==> src/rtl/core/u8ld_pkg.sv <==
package u8ld_pkg;

    localparam int unsigned CpW = 21;

    localparam logic [7:0] RawContTag = 8'h80;

    // one job per accepted word that yields results: optional flush of an
    // open sequence (lead, then held continuations), then an optional final
    typedef struct packed {
        logic            flush;
        logic [7:0]      lead;
        logic [1:0]      held;
        logic [5:0]      pay0;
        logic [5:0]      pay1;
        logic            fin_valid;
        logic [CpW-1:0]  fin_cp;
        logic            fin_raw;
        logic            fin_eos;
    } t_job;

endpackage

==> src/rtl/core/u8ld_front.sv <==
module u8ld_front
    import u8ld_pkg::*;
(
    input  logic        i_clk,
    input  logic        i_rst_n,
    input  logic        i_valid,
    output logic        o_stall,
    input  logic [7:0]  i_byte_in,
    input  logic        i_full,
    output logic        o_push,
    output t_job        o_job
);

    logic [7:0] r_lead, n_lead;
    logic [1:0] r_need, n_need;
    logic [1:0] r_held, n_held;
    logic [5:0] r_pay [2];

    logic       accept;
    logic       in_seq;
    logic       is_cont;
    logic       store;
    t_job       job;

    assign accept  = i_valid && !i_full;
    assign o_stall = i_full;
    assign in_seq  = (r_need != 2'd0);
    assign is_cont = (i_byte_in[7:6] == 2'b10);

    always_comb begin
        job           = '0;
        job.lead      = r_lead;
        job.held      = r_held;
        job.pay0      = r_pay[0];
        job.pay1      = r_pay[1];
        n_lead        = r_lead;
        n_need        = r_need;
        n_held        = r_held;
        store         = 1'b0;
        if (in_seq && is_cont) begin
            if (({1'b0, r_held} + 3'd1) >= {1'b0, r_need}) begin
                job.fin_valid = 1'b1;
                case (r_need)
                    2'd1: job.fin_cp = {10'd0, r_lead[4:0], i_byte_in[5:0]};
                    2'd2: job.fin_cp = {5'd0, r_lead[3:0], r_pay[0], i_byte_in[5:0]};
                    2'd3: job.fin_cp = {r_lead[2:0], r_pay[0], r_pay[1], i_byte_in[5:0]};
                    default: job.fin_cp = '0;
                endcase
                n_lead = '0;
                n_need = '0;
                n_held = '0;
            end else begin
                store  = 1'b1;
                n_held = r_held + 2'd1;
            end
        end else begin
            job.flush = in_seq;
            if (in_seq) begin
                n_lead = '0;
                n_need = '0;
                n_held = '0;
            end
            if (i_byte_in == 8'h00) begin
                job.fin_valid = 1'b1;
                job.fin_eos   = 1'b1;
            end else if (i_byte_in[7] == 1'b0) begin
                job.fin_valid = 1'b1;
                job.fin_cp    = {13'd0, i_byte_in};
            end else if (i_byte_in[7:5] == 3'b110) begin
                n_lead = i_byte_in;
                n_need = 2'd1;
                n_held = '0;
            end else if (i_byte_in[7:4] == 4'b1110) begin
                n_lead = i_byte_in;
                n_need = 2'd2;
                n_held = '0;
            end else if (i_byte_in[7:3] == 5'b11110) begin
                n_lead = i_byte_in;
                n_need = 2'd3;
                n_held = '0;
            end else begin
                job.fin_valid = 1'b1;
                job.fin_raw   = 1'b1;
                job.fin_cp    = {13'd0, i_byte_in};
            end
        end
    end

    assign o_job  = job;
    assign o_push = accept && (job.flush || job.fin_valid);

    always_ff @(posedge i_clk) begin
        if (!i_rst_n) begin
            r_lead <= '0;
            r_need <= '0;
            r_held <= '0;
        end else if (accept) begin
            r_lead <= n_lead;
            r_need <= n_need;
            r_held <= n_held;
        end
    end

    always_ff @(posedge i_clk) begin
        if (accept && store) begin
            r_pay[r_held[0]] <= i_byte_in[5:0];
        end
    end

endmodule

==> src/rtl/core/u8ld_queue.sv <==
module u8ld_queue
    import u8ld_pkg::*;
#(
    parameter int unsigned DEPTH = 4
) (
    input  logic  i_clk,
    input  logic  i_rst_n,
    input  logic  i_push,
    input  t_job  i_job,
    output logic  o_full,
    input  logic  i_pop,
    output logic  o_nonempty,
    output t_job  o_head
);

    localparam int unsigned AW = (DEPTH > 1) ? $clog2(DEPTH) : 1;
    localparam int unsigned CW = $clog2(DEPTH + 1);
    localparam logic [AW-1:0] LastIdx = AW'(DEPTH - 1);
    localparam logic [CW-1:0] Depth   = CW'(DEPTH);

    t_job          r_mem [DEPTH];
    logic [AW-1:0] r_wr, r_rd;
    logic [CW-1:0] r_cnt;

    logic do_push, do_pop;

    assign o_full     = (r_cnt == Depth);
    assign o_nonempty = (r_cnt != '0);
    assign o_head     = r_mem[r_rd];
    assign do_push    = i_push && !o_full;
    assign do_pop     = i_pop && o_nonempty;

    always_ff @(posedge i_clk) begin
        if (!i_rst_n) begin
            r_wr  <= '0;
            r_rd  <= '0;
            r_cnt <= '0;
        end else begin
            if (do_push) begin
                r_wr <= (r_wr == LastIdx) ? '0 : r_wr + AW'(1);
            end
            if (do_pop) begin
                r_rd <= (r_rd == LastIdx) ? '0 : r_rd + AW'(1);
            end
            case ({do_push, do_pop})
                2'b10:   r_cnt <= r_cnt + CW'(1);
                2'b01:   r_cnt <= r_cnt - CW'(1);
                default: r_cnt <= r_cnt;
            endcase
        end
    end

    always_ff @(posedge i_clk) begin
        if (do_push) begin
            r_mem[r_wr] <= i_job;
        end
    end

endmodule

==> src/rtl/core/u8ld_back.sv <==
module u8ld_back
    import u8ld_pkg::*;
(
    input  logic            i_clk,
    input  logic            i_rst_n,
    input  logic            i_nonempty,
    input  t_job            i_head,
    output logic            o_pop,
    output logic            o_valid,
    input  logic            i_stall,
    output logic [CpW-1:0]  o_codepoint,
    output logic            o_raw_fallback,
    output logic            o_end_of_string,
    output logic            o_last_of_run
);

    logic [1:0]     r_step;
    logic           r_valid;
    logic [CpW-1:0] r_cp;
    logic           r_raw, r_eos, r_last;

    logic           load;
    logic [2:0]     total;
    logic           last;
    logic [CpW-1:0] cp;
    logic           raw, eos;
    logic [5:0]     pay;

    assign load  = i_nonempty && (!r_valid || !i_stall);
    assign total = (i_head.flush ? ({1'b0, i_head.held} + 3'd1) : 3'd0)
                 + {2'd0, i_head.fin_valid};
    assign last  = (({1'b0, r_step} + 3'd1) == total);
    assign pay   = r_step[1] ? i_head.pay1 : i_head.pay0;
    assign o_pop = load && last;

    always_comb begin
        cp  = i_head.fin_cp;
        raw = i_head.fin_raw;
        eos = i_head.fin_eos;
        if (i_head.flush && r_step == 2'd0) begin
            cp  = {13'd0, i_head.lead};
            raw = 1'b1;
            eos = 1'b0;
        end else if (i_head.flush && r_step <= i_head.held) begin
            cp  = {13'd0, RawContTag | {2'b00, pay}};
            raw = 1'b1;
            eos = 1'b0;
        end
    end

    always_ff @(posedge i_clk) begin
        if (!i_rst_n) begin
            r_step  <= '0;
            r_valid <= 1'b0;
        end else if (load) begin
            r_valid <= 1'b1;
            r_step  <= last ? 2'd0 : r_step + 2'd1;
        end else if (!i_stall) begin
            r_valid <= 1'b0;
        end
    end

    always_ff @(posedge i_clk) begin
        if (load) begin
            r_cp   <= cp;
            r_raw  <= raw;
            r_eos  <= eos;
            r_last <= last;
        end
    end

    assign o_valid         = r_valid;
    assign o_codepoint     = r_cp;
    assign o_raw_fallback  = r_raw;
    assign o_end_of_string = r_eos;
    assign o_last_of_run   = r_last;

endmodule

==> src/rtl/core/utf8_lenient_decoder_top.sv <==
// Lenient UTF-8 decoder: one byte word in, zero to four codepoint words out.
// Input channel i_valid/o_stall carries i_byte_in; a zero byte ends a string.
// Output channel o_valid/i_stall carries codepoint, raw_fallback,
// end_of_string and last_of_run (set on the final word caused by a byte).
// Lead bytes open a sequence and give no word; a broken sequence is flushed
// as raw bytes before the offending byte is handled afresh.
// A completing byte's job is written to the byte job queue, and its word is
// then loaded into the output register and offered. Throughput: one byte per
// cycle while each byte gives at most one word and the receiver does not
// stall. A byte that gives k words (k up to four on a flush) holds the output
// sequencer until the output register drains all k, one word per cycle while
// unstalled; a queue of DEPTH byte jobs sits between the byte classifier and
// the output sequencer and absorbs that. o_stall rises only when that queue
// is full. Receiver stall holds the output word and lets the queue fill.
// Reset (synchronous, active low) closes any open sequence and empties the
// queue and output register; held continuation payloads are not cleared.
module utf8_lenient_decoder_top
    import u8ld_pkg::*;
#(
    parameter int unsigned DEPTH = 4
) (
    input  logic            i_clk,
    input  logic            i_rst_n,
    input  logic            i_valid,
    output logic            o_stall,
    input  logic [7:0]      i_byte_in,
    output logic            o_valid,
    input  logic            i_stall,
    output logic [CpW-1:0]  o_codepoint,
    output logic            o_raw_fallback,
    output logic            o_end_of_string,
    output logic            o_last_of_run
);

    logic push, full, pop, nonempty;
    t_job job, head;

    u8ld_front u_front (
        .i_clk     (i_clk),
        .i_rst_n   (i_rst_n),
        .i_valid   (i_valid),
        .o_stall   (o_stall),
        .i_byte_in (i_byte_in),
        .i_full    (full),
        .o_push    (push),
        .o_job     (job)
    );

    u8ld_queue #(
        .DEPTH (DEPTH)
    ) u_queue (
        .i_clk      (i_clk),
        .i_rst_n    (i_rst_n),
        .i_push     (push),
        .i_job      (job),
        .o_full     (full),
        .i_pop      (pop),
        .o_nonempty (nonempty),
        .o_head     (head)
    );

    u8ld_back u_back (
        .i_clk           (i_clk),
        .i_rst_n         (i_rst_n),
        .i_nonempty      (nonempty),
        .i_head          (head),
        .o_pop           (pop),
        .o_valid         (o_valid),
        .i_stall         (i_stall),
        .o_codepoint     (o_codepoint),
        .o_raw_fallback  (o_raw_fallback),
        .o_end_of_string (o_end_of_string),
        .o_last_of_run   (o_last_of_run)
    );

endmodule

==> config.mk <==
export PLATFORM = sky130hd
export DESIGN_NAME = utf8_lenient_decoder_top
export DESIGN_NICKNAME = d
export VERILOG_FILES = /design/src/rtl/core/u8ld_pkg.sv /design/src/rtl/core/u8ld_front.sv /design/src/rtl/core/u8ld_queue.sv /design/src/rtl/core/u8ld_back.sv /design/src/rtl/core/utf8_lenient_decoder_top.sv
export SDC_FILE = /design/constraint.sdc
export NUM_CORES = 1
export LEC_CHECK = 0
export BUFFER_PORTS_ARGS = -buffer_cell sky130_fd_sc_hd__clkbuf_2
export CAP_MARGIN = 20
export CORE_MARGIN = 10
export CORE_UTILIZATION = 46
export DETAILED_ROUTE_END_ITERATION = 8
export SYNTH_ARGS = -nofsm -noshare
export SYNTH_HDL_FRONTEND = slang
export SYNTH_HIERARCHICAL = 1
export SYNTH_SLANG_ARGS = --single-unit
==> constraint.sdc <==
create_clock -name i_clk -period 6.8 [get_ports i_clk]
set_clock_uncertainty 0.15 [all_clocks]
set_input_delay 1.7 -clock i_clk [delete_from_list [all_inputs] [get_ports i_clk]]
set_output_delay 1.7 -clock i_clk [all_outputs]
set_load 0.005 [all_outputs]
==> results of run 1 <==
-- synthesized netlist by cell type (all sizes together), types with 2 or more instances --
cell / number / area share [%]
nor3b: 2 / 0.20
dfxtp: 24 / 4.7
o21a: 3 / 0.22
nand2: 25 / 0.95
a211oi: 2 / 0.20
nor2b: 6 / 0.44
a31oi: 4 / 0.37
edfxtp: 224 / 66
a22oi: 5 / 0.37
a221oi: 6 / 0.76
or2: 3 / 0.18
o31ai: 5 / 0.37
nand3: 6 / 0.30
and3: 7 / 0.43
mux2i: 14 / 1.4
fa: 2 / 0.39
a21boi: 5 / 0.37
ha: 15 / 1.8
inv: 22 / 0.81
buf: 19 / 1.8
and2: 24 / 1.5
mux4: 47 / 10
xnor2: 4 / 0.34
nand2b: 4 / 0.25
clkbuf: 5 / 0.20
a21oi: 12 / 0.59
or4: 2 / 0.15
or3: 6 / 0.37
o21ai: 13 / 0.71
mux2: 5 / 0.55
o22ai: 2 / 0.12
xor2: 3 / 0.26
nor3: 4 / 0.25
nor2: 26 / 1.1
-- placed cells by master (no fill, tap or decap), types with 12 or more instances in the layout --
| cell | instances |
|---|---|
| sky130_fd_sc_hd__mux2i_1 | 14 |
| sky130_fd_sc_hd__nor2_1 | 24 |
| sky130_fd_sc_hd__inv_1 | 22 |
| sky130_fd_sc_hd__dfxtp_1 | 22 |
| sky130_fd_sc_hd__clkbuf_2 | 37 |
| sky130_fd_sc_hd__mux4_2 | 47 |
| sky130_fd_sc_hd__clkbuf_16 | 26 |
| sky130_fd_sc_hd__nand2_1 | 24 |
| sky130_fd_sc_hd__a21oi_1 | 12 |
| sky130_fd_sc_hd__edfxtp_1 | 224 |
| sky130_fd_sc_hd__ha_1 | 15 |
| sky130_fd_sc_hd__and2_1 | 20 |
-- routing by layer --
metal | track usage, % | vias up | share of wire (%)
met5 | 0 | - | 0
met4 | 3.79 | 0 | 1.6
met3 | 2.99 | 23 | 5.7
met2 | 23.4 | 132 | 50
met1 | 17.8 | 2591 | 43
li1 | - | 2323 | -
-- cells by family after synthesis --
kind of cell / synth area share (%)
fa+ha+maj: 2.24
buf+inv: 2.81
simple gates: 6.27
mux: 12.4
compound gates: 4.79
flops: 70.9
xor+xnor: 0.603
-- report_power, final --
| group | total [mW] | internal [mW] | leakage, nW | switching, mW |
|---|---|---|---|---|
| registers | 1.92 | 1.84 | 2.30 | 0.0800 |
| clock network | 1.59 | 1.03 | 0.496 | 0.561 |
| logic | 0.535 | 0.242 | 1.15 | 0.293 |
| total | 4.04 | 3.11 | 3.95 | 0.934 |
-- through the flow --
stage	cells	utilization, %	total power [mW]	area, um^2	hold slack [ps]
after floorplan	566	-	2.30	10200	305
after global placement	866	48.5	2.46	10600	328
after detailed placement	866	48.5	2.48	10600	356
after CTS	914	53.1	4.08	11600	372
after global routing	915	53.2	4.21	11600	390
final	915	53.2	4.04	11600	368
-- final cells by class --
| cell class | count | area [um^2] |
|---|---|---|
| well taps | 280 | 350 |
| inverters | 22 | 82.6 |
| clock buffers | 34 | 741 |
| flip-flops and latches | 248 | 7210 |
| multi-input cells | 272 | 2670 |
| clock inverters | 14 | 260 |
| fillers | 1716 | 10200 |
| repair buffers | 45 | 258 |
-- critical path, stage by stage, from the launching register on --
cell and delay, ps:
sky130_fd_sc_hd__dfxtp_4 1000, sky130_fd_sc_hd__mux4_2 650, sky130_fd_sc_hd__ha_1 310, sky130_fd_sc_hd__and2_1 170, sky130_fd_sc_hd__ha_1 210, sky130_fd_sc_hd__xor2_1 200, sky130_fd_sc_hd__xnor2_1 180, sky130_fd_sc_hd__nor3_1 270
sky130_fd_sc_hd__o31ai_1 180, sky130_fd_sc_hd__inv_1 90, sky130_fd_sc_hd__ha_1 180, sky130_fd_sc_hd__inv_1 60, sky130_fd_sc_hd__fa_1 370, sky130_fd_sc_hd__xor2_1 160, sky130_fd_sc_hd__or3_1 310, sky130_fd_sc_hd__a21boi_0 190
-- sequential cells by signal, indices dropped and copies added, names as in the netlist, named ones only --
register                flops
u_queue/r_mem             188
u_back/o_codepoint         21
u_front/r_pay              12
u_front/r_lead              8
u_queue/r_cnt               3
u_back/r_step               2
u_front/r_held              2
u_front/r_need              2
u_queue/r_rd                2
u_queue/r_wr                2
u_back/o_end_of_string      1
u_back/o_last_of_run        1
u_back/o_raw_fallback       1
u_back/o_valid              1
-- how the worst max path moves through the flow --
| stage | end | start | depth (start not counted) |
|---|---|---|---|
| CTS | u_queue/r_cnt[2] | flip-flop | 15 |
| floorplan | u_queue/r_mem[0][0] | i_byte_in[6] | 9 |
| detailed placement | u_queue/r_mem[1][15] | i_byte_in[6] | 8 |
| global route | u_queue/r_cnt[2] | flip-flop | 15 |
| finish | u_queue/r_cnt[2] | flip-flop | 15 |
| global placement | u_queue/r_mem[1][19] | i_byte_in[6] | 8 |
==> out/results.txt, run 1 <==
The overflow left after global routing is 0, and the site row count is 54. The tools report the area of the mapped netlist as 10,200 um^2. The worst setup path is launched from a flip-flop. The worst path in the final design needs a cycle of 4760 ps, including I/O delays and setup.

Synthesis-stage register bit count: 248. CTS placed an instance of sky130_fd_sc_hd__clkbuf_16 at the clock tree root. In this run the standard cell core region covers 21,800 um^2. The maximum vdd drop is 0.215 mV. The largest net degree at the start of global routing was 48. Once the clock tree was built, the resizer swapped 0 gates to a different size. The count of nets left with antenna violations once routing finished came out at 0. Fraction of registers with async set or reset after synthesis: 0%.

For the net count after synthesis, the log shows 595. In the routed layout, each cell is associated on average with a via count of 5.54. Number of hold violations in the final report: 0. Among all flip-flop cells after synthesis, the most frequent one is sky130_fd_sc_hd__edfxtp_1. The number of H-tree branching levels is 1, and the post-detailed-placement half-perimeter wirelength is 12.6 mm. The timing-limited maximum frequency was 210 MHz; the clock latency at the later pin of the worst-skew pair was 530 ps.

The tools report the total length of routed wires as 20.0 mm. Headroom to the max-slew limit came out at 34.4%. Setup slack on the critical path of the routed design comes to 2040 ps. In this run, synthesis inferred 224 flip-flops with an integrated enable. The endpoint identified for the worst register-to-register timing path is u_queue/r_cnt[2].

In this run the most critical hold path is launched from u_front/r_lead[6]. For hold timing, the worst endpoint is u_queue/r_mem[2][44]. The run finished with clean final reports. The first detailed-routing pass ran for 4 iterations. At the worst endpoint, the required time is 7080 ps.

The number of I/O port buffers was 37; the post-route setup TNS was 0 ps. For this design, the sink count on the clock tree is 248. The number of antenna violations at the first check in global routing came out at 0. The number of cells traversed by the worst register-to-register path is 15. Summed over all cells, the static leakage comes to 3.95 nW. For the violation count after the first detailed-routing iteration, the log shows 322.

The number of antenna diodes in the final layout is 0. The min-delay analysis places its worst path in the category flip-flop to flip-flop. Of all nets on the critical path, the largest fanout is 47. Max-cap violations in this run came to 0. The clock passes through at most 3 buffers. For this run, the total global-route usage over all layers was measured as 13.9%.

Setup violations remaining at the end of the flow were counted as 0. The first global-routing pass estimated 31.1 mm of wire. TritonCTS created 26 clock buffers. The number of cells produced by synthesis is 566. By startpoint and endpoint, the worst setup path is classified as flip-flop to flip-flop. The overall die width is 169 um, and the number of max-slew violations in the final report is 0. The transition time at the pin with the least slew margin is 985 ps.

At the end of routability-driven placement, the weighted congestion stood at 0.888. The post-CTS setup buffer count was 0; the ratio of total power to cell area was 349 nW/um^2. Clock-pin slew was measured on the worst setup and hold paths at 60 ps.

The number of nets in the final layout is 644, and the part of the cycle the worst path needs is 70.1%. For the number of distinct library cells after synthesis, the log shows 61. After detailed routing, the average wire length per cell comes to 21.8 um.

Once the floorplan was initialized, standard cells occupied 46.7% of the core. Data arrives at the worst endpoint at 5040 ps. STA classifies the critical path endpoint as a flip-flop. Cell depth of the worst hold path: 0.

OpenSTA, run right after detailed placement, puts the worst setup slack at 1840 ps. The height of the chip is 169 um, and the portion of the post-synthesis area used by sequential elements is 70.9%. Die outline area: 28,400 um^2. The count of pins on the block boundary was 38. TritonCTS built the clock tree.

For this run, design rule violations remaining after detail routing come to 0. The proportion of layout cells with a drive suffix above 1 is 26.1%. Setup repair after global routing left no endpoint under its margin. The register-to-register path setup slack was 2040 ps. During synthesis, Yosys emitted a total of 6 warnings. Across all layers, the routed design uses 5,069 vias.

The area growth from synthesis to layout is 13.9%. The number of hold buffers added after CTS was 0. The number of global-route vias before repair was 5,329; the synthesized area per cell was 18.0 um^2.
Power figures use the tool's default switching activity.
==> run 2: changes to the inputs <==
==> constraint.sdc (replaced) <==
create_clock -name i_clk -period 4.3 [get_ports i_clk]
set_clock_uncertainty 0.15 [all_clocks]
set_input_delay 1.075 -clock i_clk [delete_from_list [all_inputs] [get_ports i_clk]]
set_output_delay 1.075 -clock i_clk [all_outputs]
set_load 0.005 [all_outputs]
==> out/results.txt, run 2 (synthesis gave the netlist of run 1 again) <==
The flow ran to the end, and the final reports show no timing, DRC or antenna violations. The total via count in the routed design is 5,180 (+2.2%), and the die outline area is 28,400 um^2 (unchanged). The count of antenna-violating nets left after detailed routing was 0 (unchanged); the number of H-tree branching levels was 1 (unchanged). Violation count after the first detailed-routing iteration: 364 (+13%). STA classifies the critical path startpoint as a flip-flop. The initial cell density of the core is 46.7% (unchanged), and the total clock sinks is 248 (unchanged). The cell depth of the worst hold path was 2 (+2).

Number of I/O port buffers: 37 (unchanged). The peak fanout along the critical path is 10 (-79%), and the part of the cycle the worst path needs is 90.8% (+21 points). The number of endpoints failing setup at the final stage was 0 (unchanged). In the layout the commonest cells are sky130_fd_sc_hd__edfxtp_1 (224), sky130_fd_sc_hd__mux4_2 (47), sky130_fd_sc_hd__clkbuf_2 (37). The proportion of layout cells with a drive suffix above 1 is 26.1% (about the same), and the relative max-transition margin is 45.5% (+11 points). For this design, the slowest cell found on the critical path is sky130_fd_sc_hd__mux4_2. The wire length on met2 came out at 10.2 mm (+2.8%). The total power of the final layout came out at 6.14 mW (+52%).

The register-to-register path setup slack was 400 ps (-1640 ps). For the overflow left after global routing, the log shows 0 (unchanged). The launch instance of the worst min-delay path is u_back/r_step[1].

For the end-of-flow core utilization, the log shows 53.2% (about the same). The number of buffers added by the clock tree synthesis step was 26 (unchanged). The logs give 0 (unchanged) for the number of hold violations in the final report and 10,700 um^2 (+1.3%) for the area of placed instances. The clock latency at the later pin of the worst-skew pair is 520 ps (about the same), and the maximum clock path buffer count is 3 (unchanged). The run gives 20.6 mm (+3.2%) as the total length of routed wires. The run gives 5 (+1) as the first-pass detailed-route iteration total. For the count of pins on the block boundary, the log shows 38 (unchanged). The top layer reached by signal wires was met4. The run gives 0 (unchanged) as the number of max-slew violations in the final report.

Sink of the worst hold path: u_back/r_step[1]. The number of cells traversed by the worst register-to-register path was 15 (unchanged). The total buffers and inverters traversed by the critical path is 2 (unchanged), and the relative contribution of combinational cells to total power is 14.6% (+1.4 points). The clock group share of total power is 36.8% (-2.6 points). The average via count per standard cell was 5.61 (+1.3%).

The post-detailed-placement half-perimeter wirelength came out at 12.9 mm (+2.3%). The clock slew seen by the registers of the worst setup and hold paths works out to 60 ps (about the same). The detailed route wirelength on metal3 was 998 um (-12%). The area of the core is 21,800 um^2 (unchanged), and the overall die width is 169 um (unchanged). Most common library cell in the layout ignoring fill and taps: sky130_fd_sc_hd__edfxtp_1.

Transition time at the pin with the least slew margin: 818 ps (-167 ps). The antenna diode count came out at 0 (unchanged). The post-route setup TNS was 0 ps (unchanged); the number of nets in the final layout was 653 (+1.4%).

The worst register-to-register path ends at u_queue/r_cnt[2]. Data required time of the worst path: 4600 ps (-2480 ps). The maximum vdd drop was 0.333 mV (+55%); the routability congestion estimate was 0.902 (+1.5%).

The routed length per instance came out at 22.3 um (+2.3%). Setup repair after global routing left no endpoint under its margin. The worst min-delay path category was flip-flop to flip-flop. The run gives 4.66 mW (+50%) as the internal power. The synthesis-to-finish area growth is 13.9% (about the same), and the site row count is 54 (unchanged). The tools report the largest net degree at the start of global routing as 48 (unchanged). TritonCTS built the clock tree. The number of flip-flops under the largest register name was 188 (unchanged). The critical path arrival came out at 4200 ps (-840 ps). By instance count, the cell type seen most on the critical path is sky130_fd_sc_hd__ha_1. The global-route wire length before repair is 32.2 mm (+3.5%).

The power share of the sequential group is 48.6% (+1.2 points), and the number of antenna violations at the first check in global routing is 0 (unchanged). For the remaining design rule violation count, the log shows 0 (unchanged). The final critical-path required period is 3900 ps (-861 ps).

The post-cts resize count came out at 0 (unchanged). The worst-case hold slack is 346 ps (-22.0 ps), and the switching power summed over all nets is 1.48 mW (+58%). The tools report the post-CTS setup buffer count as 0 (unchanged). The standby leakage power was 3.93 nW (-0.37%); the height of the chip was 169 um (unchanged). The ratio of total power to cell area was 531 nW/um^2 (+52%). The tools report the number of max-capacitance violations reported as 0 (unchanged). The run gives 5,384 (+1.0%) as the number of global-route vias before repair.

The kind of critical path is flip-flop to flip-flop. The final instance area was 11,600 um^2 (about the same). The stage delay of the slowest cell on the critical path is 570 ps (-430 ps). Traced cell by cell, the critical path runs through mux4_2 > ha_1 > and2_1 > ha_1 > xnor2_1 > nand2_1 > nor3_1 > o31ai_1 > inv_1 > ha_1 > inv_1 > fa_1 > xor2_1 > or3_1 > a21boi_0. The switching power share of the total is 24.1% (+0.98 points). The critical path's top delay family is adder cells. The global-route usage over all layers is 14.5% (+0.59 points), and the timing-limited maximum frequency is 256 MHz (+22%). The worst setup path is captured at a flip-flop. The root buffer cell chosen for the clock tree is sky130_fd_sc_hd__clkbuf_16. The logs give 9.04 mm (+5.4%) for the met1 layer wirelength in the final routing and 0 (unchanged) for the number of buffers inserted for hold repair after clock tree synthesis.

More flip-flops sit in one register than any other, and that register is u_queue/r_mem.
run 2: cell types whose count changed in the layout (fill, tap and decap cells not counted), moves of 3 or more:
cell	previous run	this run
sky130_fd_sc_hd__buf_12	1	5
sky130_fd_sc_hd__buf_4	7	12
sky130_fd_sc_hd__bufinv_16	7	4
sky130_fd_sc_hd__clkbuf_8	6	0
sky130_fd_sc_hd__clkinv_1	0	6
sky130_fd_sc_hd__clkinvlp_4	0	3
run 2: final cells by class:
cell class	count	area [um^2]
clock inverter	18	194
timing repair buffer	54	375
clock buffer	29	683
multi-input combinational	272	2670
sequential	248	7210
inverter	22	82.6
tap	280	350
fill	1771	10200
run 2: worst register-to-register path: stages (launching register included):
cell and delay (ps):
sky130_fd_sc_hd__dfxtp_4 470, sky130_fd_sc_hd__mux4_2 570, sky130_fd_sc_hd__ha_1 300, sky130_fd_sc_hd__and2_1 160
sky130_fd_sc_hd__ha_1 300, sky130_fd_sc_hd__xnor2_1 160, sky130_fd_sc_hd__nand2_1 110, sky130_fd_sc_hd__nor3_1 140
sky130_fd_sc_hd__o31ai_1 170, sky130_fd_sc_hd__inv_1 90, sky130_fd_sc_hd__ha_1 170, sky130_fd_sc_hd__inv_1 60
sky130_fd_sc_hd__fa_1 370, sky130_fd_sc_hd__xor2_1 160, sky130_fd_sc_hd__or3_1 300, sky130_fd_sc_hd__a21boi_0 160
run 2: power by group through the flow:
stage | Clock [mW] | Combinational (mW) | Sequential, mW
finish | 2.26 | 0.895 | 2.99
global route | 2.41 | 0.991 | 3.01
CTS | 2.31 | 0.923 | 2.99
detailed placement | 0 | 0.921 | 3.04
global placement | 0 | 0.908 | 3.03
floorplan | 0 | 0.605 | 3.03
run 2: layer usage:
metal / track usage [%] / vias up
met5: 0 / -
met4: 3.63 / 0
met3: 2.18 / 21
met2: 24.4 / 147
met1: 19.2 / 2663
li1: - / 2349
run 2: per-stage QoR:
| step | worst slack [ps] | std cells |
|---|---|---|
| 2_1_floorplan | 368 | 566 |
| 3_3_place_gp | 432 | 876 |
| 3_5_place_dp | 358 | 876 |
| 4_1_cts | 362 | 923 |
| 5_1_grt | 135 | 923 |
| 6_report | 397 | 923 |
run 2: worst max path at each step:
stage	start	endpoint	depth (start not counted)
floorplan	i_byte_in[6]	u_queue/r_mem[0][0]	9
global placement	flip-flop	u_queue/r_cnt[2]	15
detailed placement	flip-flop	u_queue/r_cnt[2]	15
CTS	flip-flop	u_queue/r_cnt[2]	15
global route	u_front/r_held[0]	u_queue/r_cnt[1]	13
finish	flip-flop	u_queue/r_cnt[2]	15
==> run 3: changes to the inputs <==
==> constraint.sdc (replaced) <==
create_clock -name i_clk -period 3.8 [get_ports i_clk]
set_clock_uncertainty 0.15 [all_clocks]
set_input_delay 0.95 -clock i_clk [delete_from_list [all_inputs] [get_ports i_clk]]
set_output_delay 0.95 -clock i_clk [all_outputs]
set_load 0.005 [all_outputs]
==> out/results.txt, run 3 (synthesis gave the netlist of run 1 again) <==
Maximum vdd drop: 0.275 mV (-18%). Number of global-route vias before repair: 5,593 (+3.9%). In the layout the commonest cells are sky130_fd_sc_hd__edfxtp_1 (224), sky130_fd_sc_hd__mux4_2 (47), sky130_fd_sc_hd__clkbuf_2 (37). The overall die width works out to 169 um (unchanged).

The clock slew seen by the registers of the worst setup and hold paths was 60 ps (about the same). The site row count is 54 (unchanged), and the violation count after the first detailed-routing iteration is 355 (-2.5%). The multi-input gate area in the final layout was 2700 um^2 (+0.84%). The sort of element at the end of the critical path was a flip-flop. The slowest cell on the critical path was sky130_fd_sc_hd__mux4_2. The standby leakage power was 3.98 nW (+1.1%). The tools report the initial cell density of the core as 46.7% (unchanged). The transition time at the pin with the least slew margin was 915 ps (+96.9 ps). Number of I/O port buffers: 37 (unchanged).

The largest net degree at the start of global routing is 48 (unchanged). For the number of buffers added by the clock tree synthesis step, the log shows 25 (-3.8%). Part of the cycle the worst path needs: 95.4% (+4.6 points).

For the post-route setup TNS, the log shows 0 ps (unchanged). The logs give 373 ps (+26.8 ps) for the worst-case hold slack and 7210 um^2 (about the same) for the register area. The path length in cells of the critical path was 15 (unchanged).

The run gives 0 (unchanged) as the antenna diode count. Global-route wire length before repair: 32.0 mm (-0.58%). For the number of buffers inserted for hold repair after clock tree synthesis, the log shows 0 (unchanged). The area of placed instances came out at 10,800 um^2 (+0.77%). Most common library cell in the layout ignoring fill and taps: sky130_fd_sc_hd__edfxtp_1. For the timing-limited maximum frequency, the log shows 276 MHz (+7.6%). The relative max-transition margin is 39.0% (-6.5 points), and the number of filler cells placed in the layout is 1,744 (-1.5%). The total length of routed wires was 20.3 mm (-1.6%); the overflow left after global routing was 0 (unchanged).

The number of cells traversed by the worst register-to-register path was 15 (unchanged); the total clock sinks was 248 (unchanged). The routed length per instance came out at 21.8 um (-2.7%). Post-detailed-placement half-perimeter wirelength: 13.3 mm (+2.7%). The clock latency at the later pin of the worst-skew pair came out at 520 ps (about the same). The first-pass detailed-route iteration total came out at 5 (unchanged).

The total buffers and inverters traversed by the critical path was 2 (unchanged). The synthesis-to-finish area growth is 14.8%. The final critical-path required period came out at 3630 ps (-277 ps).

Setup repair after global routing left no endpoint under its margin. The number of H-tree branching levels came out at 1 (unchanged). Walking the worst path, the cells encountered are mux4_2 > ha_1 > and2_1 > ha_1 > xnor2_1 > nand2_1 > nor3_2 > o31ai_2 > inv_1 > ha_4 > inv_1 > fa_1 > xor2_1 > or3_1 > a21boi_1. The count of antenna-violating nets left after detailed routing came out at 0 (unchanged).

The number of endpoints failing setup at the final stage is 0 (unchanged), and the average via count per standard cell is 5.54 (-1.3%). The tools report the number of max-capacitance violations reported as 0 (unchanged). The die outline area is 28,400 um^2 (unchanged), and the cell depth of the worst hold path is 2 (unchanged).

The run gives 53.6% (+0.43 points) as the end-of-flow core utilization. TritonCTS built the clock tree. Number of max-slew violations in the final report: 0 (unchanged). The global-route usage over all layers is 14.3% (-0.17 points).

The peak fanout along the critical path was 5 (-5); the number of nets in the final layout was 663 (+1.5%). The height of the chip is 169 um (unchanged), and the remaining design rule violation count is 0 (unchanged). The run gives 21,800 um^2 (unchanged) as the area of the core. The number of hold violations in the final report was 0 (unchanged). The setup path with the least slack is of type flip-flop to flip-flop. The tools report the total via count in the routed design as 5,170 (-0.19%).

The count of pins on the block boundary was 38 (unchanged). The worst min-delay path category is flip-flop to flip-flop. Critical path's top delay family: adder cells. Critical path startpoint category: a flip-flop. The final instance area was 11,700 um^2 (+0.80%); the number of antenna violations at the first check in global routing was 0 (unchanged). The ratio of total power to cell area was 588 nW/um^2 (+11%).

Number of flip-flops under the largest register name: 188 (unchanged). The proportion of layout cells with a drive suffix above 1 was 27.9% (+1.7 points); the maximum clock path buffer count was 3 (unchanged). The register bank with the most flops was u_queue/r_mem.

Master cell of the clock root buffer: sky130_fd_sc_hd__clkbuf_16. The stage delay of the slowest cell on the critical path was 530 ps (-40 ps). The flow ran to the end, and the final reports show no timing, DRC or antenna violations. The routability congestion estimate was 0.845 (-6.3%).

The run gives 3920 ps (-280 ps) as the critical path arrival. The run gives 4090 ps (-510 ps) as the data required time of the worst path.
## run 3: cell types whose count changed in the layout (fill, tap and decap cells not counted), moves of 2 or more
cell,change
sky130_fd_sc_hd__buf_4,+8
sky130_fd_sc_hd__clkbuf_8,+5
sky130_fd_sc_hd__clkinv_1,-3
sky130_fd_sc_hd__clkbuf_16,-2
sky130_fd_sc_hd__clkinvlp_4,-3
sky130_fd_sc_hd__clkbuf_1,+3
sky130_fd_sc_hd__bufinv_16,-2
sky130_fd_sc_hd__buf_12,+3
## run 3: layout make-up
type / instances / area share (%)
Clock buffer: 35 / 6.12
Clock inverter: 11 / 0.966
Inverter: 22 / 0.708
Multi-Input combinational cell: 272 / 23.1
Sequential cell: 248 / 61.8
Tap cell: 280 / 3.00
Timing Repair Buffer: 65 / 4.25
## run 3: where the power goes
group | switching [mW] | total [mW] | internal [mW] | leakage [nW]
clock | 0.969 | 2.41 | 1.45 | 0.407
sequential | 0.0883 | 3.37 | 3.28 | 2.30
combinational | 0.592 | 1.07 | 0.475 | 1.27
total | 1.65 | 6.85 | 5.20 | 3.98
## run 3: tightest hold or removal path: stages (launching register included)
cell	delay (ps)
sky130_fd_sc_hd__dfxtp_1	350
sky130_fd_sc_hd__nand2_1	70
sky130_fd_sc_hd__mux2i_1	60
## run 3: stage by stage
| step | setup slack (ps) | cells | power (mW) |
|---|---|---|---|
| 5_1_grt | 12.7 | 933 | 7.17 |
| 3_3_place_gp | 113 | 882 | 4.46 |
| 2_1_floorplan | 65.2 | 566 | 4.11 |
| 3_5_place_dp | 29.4 | 882 | 4.49 |
| 4_1_cts | 6.16 | 928 | 6.91 |
| 6_report | 174 | 933 | 6.85 |
## run 3: timing repair
action                     CTS  global route
buffers inserted             0             5
setup endpoints to repair    0             1
gates resized for setup      0             6
## run 3: worst paths after layout
path / start / to / slack [ps]
setup reg to reg: flip-flop / u_queue/r_cnt[2] / 170
hold / removal: u_queue/r_wr[0] / u_queue/r_wr[0] / 370
hold reg to reg: u_queue/r_wr[0] / u_queue/r_wr[0] / 370
setup / recovery: flip-flop / u_queue/r_cnt[2] / 170
## run 3: layer usage
layer	up-vias	GRT usage, %	wire (um)
met2	143	23.7	9960
met5	-	0	0
met4	0	4.13	404
met3	31	2.50	1210
met1	2632	19.0	8720
li1	2364	-	-
